[config.mk]
export PLATFORM = sky130hd
export DESIGN_NAME = kmp_substring_search_unit
export DESIGN_NICKNAME = d
export VERILOG_FILES = /design/src/hw/rtl/kss_pkg.sv /design/src/hw/rtl/kmp_substring_search_unit.sv
export SDC_FILE = /design/constraint.sdc
export NUM_CORES = 1
export LEC_CHECK = 0
export ABC_AREA = 0
export BUFFER_PORTS_ARGS = -buffer_cell sky130_fd_sc_hd__buf_2
export CAP_MARGIN = 25
export CORE_MARGIN = 2
export CORE_UTILIZATION = 31
export DETAILED_ROUTE_END_ITERATION = 7
export RECOVER_POWER = 100
export SLEW_MARGIN = 20
export SYNTH_ARGS = -nofsm -noshare
export SYNTH_HDL_FRONTEND = slang
export SYNTH_SLANG_ARGS = --single-unit
[constraint.sdc]
create_clock -name clock -period 5.5 [get_ports clock]
set_clock_uncertainty 0.05 [all_clocks]
set_input_delay 1.1 -clock clock [delete_from_list [all_inputs] [get_ports clock]]
set_output_delay 1.1 -clock clock [all_outputs]
set_load 0.02 [all_outputs]
[src/hw/rtl/kss_pkg.sv]
// Shared types and constants for the KMP substring search unit.
// No dependencies.
package kss_pkg;

   localparam int CHAR_W  = 8;
   localparam int INDEX_W = 16;

   typedef logic [CHAR_W-1:0]  char_type;
   typedef logic [INDEX_W-1:0] index_type;

   // item kind carried on req_tuser
   typedef enum logic {
      OP_PATTERN = 1'b0,
      OP_TEXT    = 1'b1
   } op_type;

endpackage

[src/hw/rtl/kmp_substring_search_unit.sv]
// KMP substring search unit: pattern store, failure table and match sequencer.
// Depends on kss_pkg.
//
// Usage
//   req channel: one byte per item. req_tuser selects a pattern byte (0) or a
//   text byte (1), req_tdata carries the byte and req_tlast marks the final
//   byte of the pattern or of the text. Pattern bytes build the stored pattern
//   and its failure table; text bytes are then matched against it.
//   rsp channel: at most one item per text. rsp_tuser is 1 with rsp_tdata the
//   start index of the first match, or rsp_tuser is 0 with rsp_tdata zero when
//   the final text byte goes by without a match.
//   Timing: a byte that is stored or searched passes from the idle state into
//   the scan state, which it holds longer for each failure-table fallback, the
//   read latency of the pattern and table memories setting the loop. Fallbacks
//   amortise to at most one per byte. A text byte after its result, or an
//   ignored pattern byte beyond PATTERN_DEPTH, is taken in the idle state with
//   no scan. A result shows in the output register in the cycle after the last compare.
//   Reset empties the pattern and the search state; the memories are not
//   cleared, as only written entries are ever read.
//   A stalled rsp side holds the result; the next item is still taken and
//   only waits if it has a result of its own to give.
module kmp_substring_search_unit #(
   parameter int PATTERN_DEPTH    = 64,
   parameter int TEXT_INDEX_WIDTH = 16
) (
   input  logic                       clock,
   input  logic                       reset,
   input  logic                       req_tvalid,
   output logic                       req_tready,
   input  logic [7:0]                 req_tdata,  // [7:0] char_value
   input  logic                       req_tuser,  // [0] operation
   input  logic                       req_tlast,  // last
   output logic                       rsp_tvalid,
   input  logic                       rsp_tready,
   output logic [15:0]                rsp_tdata,  // [15:0] match_index
   output logic                       rsp_tuser   // [0] found
);

   localparam int KW = (PATTERN_DEPTH > 1) ? $clog2(PATTERN_DEPTH) : 1;
   localparam int LW = $clog2(PATTERN_DEPTH + 1);
   localparam int TW = TEXT_INDEX_WIDTH;
   localparam logic [LW-1:0] DEPTH_L = LW'(PATTERN_DEPTH);
   localparam logic [TW-1:0] POS_MAX = {TW{1'b1}};

   typedef enum logic {
      ST_IDLE,
      ST_SCAN
   } state_type;

   // memories
   kss_pkg::char_type pat_mem [PATTERN_DEPTH];
   logic [KW-1:0]     fail_mem [PATTERN_DEPTH];
   kss_pkg::char_type pat_rd_ff;
   logic [KW-1:0]     fail_rd_ff;

   state_type          state_ff, state_in;
   logic               op_ff, op_in;
   kss_pkg::char_type  char_ff, char_in;
   logic               last_ff, last_in;
   logic [KW-1:0]      k_ff, k_in;
   logic [KW-1:0]      wpos_ff, wpos_in;
   logic [LW-1:0]      len_ff, len_in;
   logic [KW-1:0]      prefix_ff, prefix_in;
   logic [KW-1:0]      matched_ff, matched_in;
   logic [TW-1:0]      pos_ff, pos_in;
   logic               given_ff, given_in;
   logic               closed_ff, closed_in;
   logic               rsp_valid_ff, rsp_valid_in;
   logic               rsp_found_ff, rsp_found_in;
   kss_pkg::index_type rsp_index_ff, rsp_index_in;

   logic               accept;
   logic [LW-1:0]      eff_len;
   logic [KW-1:0]      eff_prefix;
   logic               pat_we;
   logic [KW-1:0]      pat_waddr;
   logic               fail_we;
   logic [KW-1:0]      rd_addr;
   logic [KW-1:0]      fail_addr;
   logic               fall;
   logic               hit;
   logic [KW-1:0]      next_k;
   logic [LW-1:0]      next_j;
   logic               out_free;
   logic [TW-1:0]      start_pos;
   logic [TW-1:0]      pos_next;

   assign req_tready = (state_ff == ST_IDLE);
   assign accept     = req_tvalid && req_tready;
   assign out_free   = !rsp_valid_ff || rsp_tready;

   assign eff_len    = closed_ff ? '0 : len_ff;
   assign eff_prefix = closed_ff ? '0 : prefix_ff;

   assign hit    = (pat_rd_ff == char_ff);
   assign fall   = (k_ff != '0) && !hit;
   assign next_k = k_ff + KW'(hit);
   assign next_j = LW'(k_ff) + LW'(hit);

   assign start_pos = pos_ff + TW'(1) - TW'(len_ff);
   assign pos_next  = (pos_ff != POS_MAX) ? pos_ff + TW'(1) : pos_ff;

   always_comb begin
      state_in     = state_ff;
      op_in        = op_ff;
      char_in      = char_ff;
      last_in      = last_ff;
      k_in         = k_ff;
      wpos_in      = wpos_ff;
      len_in       = len_ff;
      prefix_in    = prefix_ff;
      matched_in   = matched_ff;
      pos_in       = pos_ff;
      given_in     = given_ff;
      closed_in    = closed_ff;
      rsp_found_in = rsp_found_ff;
      rsp_index_in = rsp_index_ff;
      rsp_valid_in = rsp_valid_ff && !rsp_tready;
      pat_we       = 1'b0;
      pat_waddr    = eff_len[KW-1:0];
      fail_we      = 1'b0;
      rd_addr      = k_ff;

      case (state_ff)
         ST_IDLE: begin
            if (accept) begin
               op_in   = req_tuser;
               char_in = req_tdata;
               last_in = req_tlast;
               if (req_tuser == kss_pkg::OP_PATTERN) begin
                  matched_in = '0;
                  pos_in     = '0;
                  given_in   = 1'b0;
                  closed_in  = req_tlast;
                  len_in     = eff_len;
                  prefix_in  = eff_prefix;
                  if (eff_len < DEPTH_L) begin
                     pat_we   = 1'b1;
                     wpos_in  = eff_len[KW-1:0];
                     len_in   = eff_len + LW'(1);
                     k_in     = (LW'(eff_prefix) >= eff_len) ? '0 : eff_prefix;
                     state_in = ST_SCAN;
                  end
               end else begin
                  closed_in = 1'b1;
                  if (given_ff) begin
                     if (req_tlast) begin
                        matched_in = '0;
                        pos_in     = '0;
                        given_in   = 1'b0;
                     end
                  end else begin
                     k_in     = (LW'(matched_ff) >= len_ff) ? '0 : matched_ff;
                     state_in = ST_SCAN;
                  end
               end
               rd_addr = k_in;
            end
         end

         ST_SCAN: begin
            if (op_ff == kss_pkg::OP_PATTERN) begin
               if (wpos_ff == '0) begin
                  // first byte: table entry is zero by definition
                  fail_we   = 1'b1;
                  prefix_in = '0;
                  state_in  = ST_IDLE;
               end else if (fall) begin
                  k_in    = fail_rd_ff;
                  rd_addr = fail_rd_ff;
               end else begin
                  fail_we   = 1'b1;
                  prefix_in = next_k;
                  state_in  = ST_IDLE;
               end
            end else if (len_ff == '0) begin
               // empty pattern matches at once
               if (out_free) begin
                  rsp_valid_in = 1'b1;
                  rsp_found_in = 1'b1;
                  rsp_index_in = '0;
                  given_in     = 1'b1;
                  pos_in       = pos_next;
                  state_in     = ST_IDLE;
               end
            end else if (fall) begin
               k_in    = fail_rd_ff;
               rd_addr = fail_rd_ff;
            end else if (next_j == len_ff) begin
               if (out_free) begin
                  rsp_valid_in = 1'b1;
                  rsp_found_in = 1'b1;
                  rsp_index_in = kss_pkg::INDEX_W'(start_pos);
                  given_in     = 1'b1;
                  matched_in   = '0;
                  pos_in       = pos_next;
                  state_in     = ST_IDLE;
               end
            end else if (last_ff) begin
               if (out_free) begin
                  rsp_valid_in = 1'b1;
                  rsp_found_in = 1'b0;
                  rsp_index_in = '0;
                  matched_in   = next_k;
                  pos_in       = pos_next;
                  state_in     = ST_IDLE;
               end
            end else begin
               matched_in = next_k;
               pos_in     = pos_next;
               state_in   = ST_IDLE;
            end

            // end of text: next text searches afresh
            if (op_ff == kss_pkg::OP_TEXT && last_ff && state_in == ST_IDLE) begin
               matched_in = '0;
               pos_in     = '0;
               given_in   = 1'b0;
            end
         end

         default: begin
            state_in = ST_IDLE;
         end
      endcase
   end

   assign fail_addr = (rd_addr == '0) ? '0 : rd_addr - KW'(1);

   always_ff @(posedge clock) begin
      if (pat_we) begin
         pat_mem[pat_waddr] <= req_tdata;
      end
      pat_rd_ff <= pat_mem[rd_addr];
   end

   always_ff @(posedge clock) begin
      if (fail_we) begin
         fail_mem[wpos_ff] <= (wpos_ff == '0) ? '0 : next_k;
      end
      fail_rd_ff <= fail_mem[fail_addr];
   end

   always_ff @(posedge clock) begin
      if (reset) begin
         state_ff     <= ST_IDLE;
         len_ff       <= '0;
         prefix_ff    <= '0;
         matched_ff   <= '0;
         pos_ff       <= '0;
         given_ff     <= 1'b0;
         closed_ff    <= 1'b0;
         rsp_valid_ff <= 1'b0;
      end else begin
         state_ff     <= state_in;
         len_ff       <= len_in;
         prefix_ff    <= prefix_in;
         matched_ff   <= matched_in;
         pos_ff       <= pos_in;
         given_ff     <= given_in;
         closed_ff    <= closed_in;
         rsp_valid_ff <= rsp_valid_in;
      end
      op_ff        <= op_in;
      char_ff      <= char_in;
      last_ff      <= last_in;
      k_ff         <= k_in;
      wpos_ff      <= wpos_in;
      rsp_found_ff <= rsp_found_in;
      rsp_index_ff <= rsp_index_in;
   end

   assign rsp_tvalid = rsp_valid_ff;
   assign rsp_tuser  = rsp_found_ff;
   assign rsp_tdata  = rsp_index_ff;

endmodule
==> reports/metrics.cfg, run 1 <==
[floorplanning]
rows=134
die_area_um2=137000
initial_core_util_pct=31.2
die_w_um=370
io_pins=33
dieHeight_um=370
core_um2=133000

[min_path]
hold_depth=2
worstHoldStart=matched_ff[1]
hp-class=flip-flop to flip-flop

[worst_setup_path]
crit_chain=clkinv_1 -> nand2_1 -> ha_1 -> o21bai_1 -> a22oi_1 -> o2111a_1 -> and2_0 -> a2111oi_4 -> ha_2 -> nand2_1 -> a21boi_2 -> buf_4 -> nor2_1 -> a311oi_1 -> nor3_1 -> a211oi_1 -> or4_1
startpoint=closed_ff
worst-path-stages=17
crit_path_max_fanout=16
slowest_stage=a2111oi_4
crit_type=flip-flop to flip-flop
start_kind=flip-flop
ff2ff_path_depth=17
critical_path.top_delay_family=compound AO/OA/AOI/OAI gates
cp.required_ns=6.09
path_buf_inv=2
max_stage_delay_ns=0.54
cpMostUsedCell=nand2_1
cp-end-kind=flip-flop
timing.rr.start=closed_ff
arrival_ns=5.77

[clock_tree]
clockBufferDepth=3
cts-root-buf=clkbuf_16
clk_latency_ns=0.70
clk_pin_slew_ns=0.07
postCtsHoldBufs=0
cts_tree=done
clock_sinks=988
cts_made_buffers=96
htreeDepth=3

[synthesis]
synth_area_leader_cell=edfxtp_1
async_flop_share_pct=0
syn-cell-area_um2=41600
synth.distinct_cells=88
synth.area.top_cells=edfxtp_1 67%, nand2_1 6.6%, nand3_1 3.0%, dfxtp_1 2.8%, nor2_1 2.2%
netlist_instances=3374
ys.flop_type=edfxtp_1
synth_adder_area_share_pct=0.679
synth-compound-area-share_pct=9.75
synth_most_common_cell=edfxtp_1
synth_edf_count=929
synth_top_family_by_area=simple AND/OR/NAND/NOR gates
synth_top_area_share_pct=67.0
synth_xor_area_share_pct=1.20
ys.warnings.count=0
ys_seq_elements=988
synthSimpleGateAreaFrac_pct=14.9
syn_nets=3410
yosysSeqAreaShare_pct=69.9
synth_common_cells=929 x edfxtp_1, 736 x nand2_1, 247 x nand3_1
syn_area_per_cell_um2=12.3
synth_mux_area_share_pct=0.992

[timing]
fin_crit_sh_pct=94.2
fmax_mhz=193
rsz0062_at_grt=false
finalSetupTns_ns=0
setup_viol=0
period_needed_ns=5.18
slew_violations=803
worst_pin_slew_ns=3.67
hold_viol=0
fin_ws_ns=0.317
relSlewSlack_pct=-144

[job]
max-cap-violations=15

[run_status]
status=finished with violations
violations=capacitance limit, slew limit

[power_and_ir_drop]
p_per_area_nw_per_um2=469
power.total_w=0.0221
vdd_drop_max_uv=276
p_leak_nw=15.7

[final_layout]
n_antenna_cell=0
final_net_count=3434
syn_to_final_growth_pct=13.4
fillers=13100
drive_gt1_share_pct=8.48

[place]
portBuffers=32
dpl.hpwl_mm=68.6
pre_cts_slack_ns=0.0186
place.gp.congestion=0.915

[route]
routed_wirelength_mm=117
drt-initial-drc-count=3198
ant_nets=0
routed_via_density=5.33
drc=0
vias=28000
wl_per_cell_um=22.3
dr.pass1.iters=5

[grt]
antenna_found_initial=0
grt_max_degree=142
grt_pass1_vias=26700
grt_pass1_wl_mm=175
grt_overflow=0
track_usage_pct=16.7

[registers in the layout, summed over array words and instances, names as in the netlist]
register,flops
last_ff,1
prefix_ff,6
rsp_tdata,16
rsp_tuser,1
op_ff,1
rsp_tvalid,1
given_ff,1
fail_mem,384
pat_rd_ff,8
state_ff,1
wpos_ff,6
matched_ff,6
pos_ff,16
closed_ff,1
pat_mem,512
fail_rd_ff,6
k_ff,6
len_ff,7
char_ff,8
[per-layer routing]
metal	track usage, %	vias up	wire, um
li1	-	12600	-
met1	23.6	14000	50800
met2	26.3	1183	54600
met3	2.75	215	8560
met4	4.65	0	3230
met5	0	-	0
[cell usage in the layout, fill, tap and decap left out, types with 17 or more instances in the layout]
master / count
xor2_1: 23
nand3_1: 247
clkinv_2: 17
xnor2_1: 34
nor3_1: 32
clkbuf_1: 62
mux2i_1: 30
clkbuf_16: 97
nand2_1: 735
buf_4: 74
inv_1: 34
edfxtp_1: 929
a31oi_1: 81
o22ai_1: 32
clkinv_1: 25
ha_1: 20
dfxtp_1: 59
and3_1: 90
a311oi_1: 73
a211oi_1: 69
nor2_1: 241
o21ai_0: 58
a21oi_1: 91
[kinds of logic (layout without fill, tap and decap cells)]
family	count (synthesis)	in the layout
AND/OR/NAND/NOR	1433	1433
buffers and inverters	265	370
multiplexers	39	39
flip-flops	988	988
AO/OA/AOI/OAI	570	570
adder cells (fa/ha/maj)	22	22
XOR/XNOR	57	57
[metrics by stage]
step / hold WS (ns) / std cells / util (%) / area, um^2
final: 0.452 / 5247 / 35.4 / 47200
after global routing: 0.460 / 5247 / 35.4 / 47200
after floorplan: 0.395 / 3374 / - / 41600
after CTS: 0.444 / 5246 / 35.6 / 47400
after global placement: 0.434 / 5066 / 33.2 / 44300
after detailed placement: 0.437 / 5067 / 33.2 / 44300
[layout make-up]
class                      instances  area [um^2]  share of cell area [%]
sequential                       988        29100                    61.6
inverter                          39          156                   0.331
clock buffer                     116         2530                    5.36
clock inverter                    63          584                    1.24
multi-input combinational       2121        11600                    24.5
tap                             1768         2210                    4.69
timing repair buffer             152         1080                    2.29
[worst register-to-register path, cell delays in order (launching register included)]
cell	delay (ns)
dfxtp_1	0.34
clkinv_1	0.27
nand2_1	0.21
ha_1	0.18
o21bai_1	0.11
a22oi_1	0.11
o2111a_1	0.28
and2_0	0.20
a2111oi_4	0.54
ha_2	0.52
nand2_1	0.23
a21boi_2	0.46
buf_4	0.37
nor2_1	0.09
a311oi_1	0.41
nor3_1	0.09
a211oi_1	0.48
or4_1	0.20
[power breakdown]
part	switching [W]	internal (W)
Sequential	0.0000997	0.00858
Combinational	0.00473	0.00210
Clock	0.00291	0.00371
[final timing paths]
check,slack (ns),endpoint
hold / removal,0.45,matched_ff[1]
setup reg to reg,0.32,fail_rd_ff[1]
setup / recovery,0.32,fail_rd_ff[1]
hold reg to reg,0.45,matched_ff[1]
[repair_timing]
action                                  in CTS  in global routing
setup buffers                                0                  0
endpoints found under the hold margin        0                  0
endpoints found under the setup margin       0                  5
gates resized for setup                      0                  4
(Power assumes the default switching activity.)
==> run 2: changes to the inputs <==
--- a/config.mk
+++ b/config.mk
@@ -9,7 +9,7 @@
 export BUFFER_PORTS_ARGS = -buffer_cell sky130_fd_sc_hd__buf_2
 export CAP_MARGIN = 25
 export CORE_MARGIN = 2
-export CORE_UTILIZATION = 31
+export CORE_UTILIZATION = 45
 export DETAILED_ROUTE_END_ITERATION = 7
 export RECOVER_POWER = 100
 export SLEW_MARGIN = 20
==> run 2 against run 1 <==
Effect of this change: the flow still finishes with violations (capacitance limit, slew limit); combinational power is 2% lower; maximum frequency decreased by 0.99%; worst hold slack gained 0.0044 ns; sequential share of layout area increased by 1.0 points; die area shrank 31%; global-route usage rose by 8.0 points; final cell count shrank 11%; clock-buffer cell count up 5; highest routed layer unchanged.
==> reports/metrics.cfg, run 2 (same netlist as run 1, synthesis figures left out) <==
[floorplanning]
die_w_um=308  ; -17%
die_area_um2=94900  ; -31%
rows=111  ; -17%
core_um2=91700  ; -31%
io_pins=33  ; unchanged
dieHeight_um=308  ; -17%
initial_core_util_pct=45.4  ; +14 points

[final_layout]
syn_to_final_growth_pct=11.5
final_net_count=3412  ; -0.64%
final_common_cell=edfxtp_1
max_flop_register=pat_mem
largest_register_ffs=512  ; unchanged
n_antenna_cell=0  ; unchanged
drive_gt1_share_pct=8.12  ; -0.36 points
final_cell_mix=929 x edfxtp_1, 735 x nand2_1, 247 x nand3_1
top_regs=pat_mem: 512 flops, fail_mem: 384 flops

[place]
dpl.hpwl_mm=71.9  ; +4.7%
portBuffers=32  ; unchanged
pre_cts_slack_ns=0.244  ; +0.226 ns
place.gp.congestion=0.954  ; +4.2%

[min_path]
hold_depth=2  ; unchanged
worstHoldStart=matched_ff[0]
hp-class=flip-flop to flip-flop
min_to=matched_ff[0]

[worst_setup_path]
path_buf_inv=5  ; +3
slowest_stage=a211oi_2
cp.required_ns=5.99  ; -0.10 ns
crit_path_max_fanout=19  ; +3
critical_path.top_delay_family=compound AO/OA/AOI/OAI gates
crit_type=flip-flop to flip-flop
arrival_ns=5.73  ; -0.04 ns
r2r-end=fail_rd_ff[1]
crit_chain=clkinv_1 -> nand2_1 -> ha_1 -> o21bai_1 -> a22oi_1 -> o2111a_1 -> and2_1 -> a2111oi_4 -> buf_4 -> ha_1 -> inv_1 -> and3_1 -> a211oi_2 -> buf_2 -> buf_4 -> nand3_1 -> a31oi_1 -> nor3_1 -> or4_1
start_kind=flip-flop
timing.rr.start=closed_ff
ff2ff_path_depth=19  ; +2
r2r_slack_ns=0.27  ; -0.05 ns
max_stage_delay_ns=0.57  ; +0.03 ns
worst-path-stages=19  ; +2
cp-end-kind=flip-flop

[power_and_ir_drop]
internal_power_w=0.0145  ; +0.71%
p_leak_nw=15.6  ; -0.25%
combPwrFrac_pct=30.2  ; -0.7 points
switching_share_pct=34.7  ; -0.26 points
clockPowerShare_pct=30.6  ; +0.7 points
vdd_drop_max_uv=287  ; +4.2%
pwr-share-seq_pct=39.2  ; about the same
power_switching_w=0.00771  ; -0.43%
p_per_area_nw_per_um2=478  ; +2.0%

[timing]
fin_crit_sh_pct=95.2  ; +0.94 points
hold_viol=0  ; unchanged
period_needed_ns=5.23  ; +0.0519 ns
finalSetupTns_ns=0  ; unchanged
worst_pin_slew_ns=3.93  ; +0.265 ns
fmax_mhz=191  ; -0.99%
relSlewSlack_pct=-162  ; -18 points
fin_ws_ns=0.265  ; -0.0519 ns
rsz0062_at_grt=false
slew_violations=640  ; -20%
setup_viol=0  ; unchanged

[route]
wl_per_cell_um=25.3  ; +13%
dr.pass1.iters=6  ; +1
drt-initial-drc-count=3180  ; -0.56%
drc=0  ; unchanged
vias=28100  ; +0.27%
ant_nets=0  ; unchanged
routed_via_density=6.04  ; +13%
routed_wirelength_mm=118  ; +0.32%

[clock_tree]
postCtsHoldBufs=0  ; unchanged
cts-root-buf=clkbuf_16
clk_latency_ns=0.67  ; -0.03 ns
clk_pin_slew_ns=0.06  ; about the same
cts_tree=done
post_cts_buffers=0  ; unchanged
htreeDepth=3  ; unchanged
clock_sinks=988  ; unchanged
clockBufferDepth=3  ; unchanged
cts_resized=0  ; unchanged
cts_made_buffers=99  ; +3.1%

[grt]
grt_pass1_wl_mm=176  ; +0.45%
grt_max_degree=171  ; +20%
grt_pass1_vias=27500  ; +2.8%
antenna_found_initial=0  ; unchanged
grt_overflow=0  ; unchanged
track_usage_pct=24.6  ; +8.0 points

[run_status]
violations=capacitance limit, slew limit
status=finished with violations

[job]
max-cap-violations=15  ; unchanged

[run 2: worst max path at each step]
stage,to,start
6_report,fail_rd_ff[1],closed_ff
5_1_grt,fail_rd_ff[1],closed_ff
4_1_cts,fail_rd_ff[2],len_ff[1]
3_5_place_dp,pat_rd_ff[6],req_tvalid
3_3_place_gp,fail_rd_ff[2],req_tuser
2_1_floorplan,fail_rd_ff[1],req_tvalid
[run 2: stage by stage]
step                area, um^2  utilization [%]  total power (W)  cells  hold WS, ns
floorplan                41600                -           0.0128   3374        0.395
global placement         43300             47.3           0.0154   4459        0.434
detailed placement       43300             47.3           0.0154   4459        0.437
CTS                      46600             50.8           0.0222   4646        0.447
global route             46400             50.6           0.0230   4648        0.482
finish                   46400             50.6           0.0222   4648        0.456
[run 2: worst min-delay path, stage by stage (launching register included)]
cell and delay (ns):
dfxtp_1 0.34, nand2_1 0.07, a21oi_1 0.05
[run 2: power by group through the flow]
stage | sequential [W] | clock (W) | combinational (W)
finish | 0.00871 | 0.00680 | 0.00670
global route | 0.00871 | 0.00716 | 0.00710
CTS | 0.00867 | 0.00687 | 0.00661
detailed placement | 0.00883 | 0 | 0.00658
global placement | 0.00884 | 0 | 0.00653
floorplan | 0.00878 | 0 | 0.00402
[run 2: area by class of cell]
class / count / area [um^2]
clock buffers: 121 / 2650
repair buffers: 127 / 890
clock inverters: 66 / 617
multi-input cells: 2121 / 11500
inverters: 39 / 156
flip-flops and latches: 988 / 29100
well taps: 1186 / 1480
fillers: 7895 / 45300
[run 2: metal layers]
| layer | wire [um] | track usage, % |
|---|---|---|
| met1 | 48500 | 33.3 |
| met2 | 55800 | 39.9 |
| met3 | 8580 | 4.05 |
| met4 | 4660 | 9.59 |
| met5 | 0 | 0 |
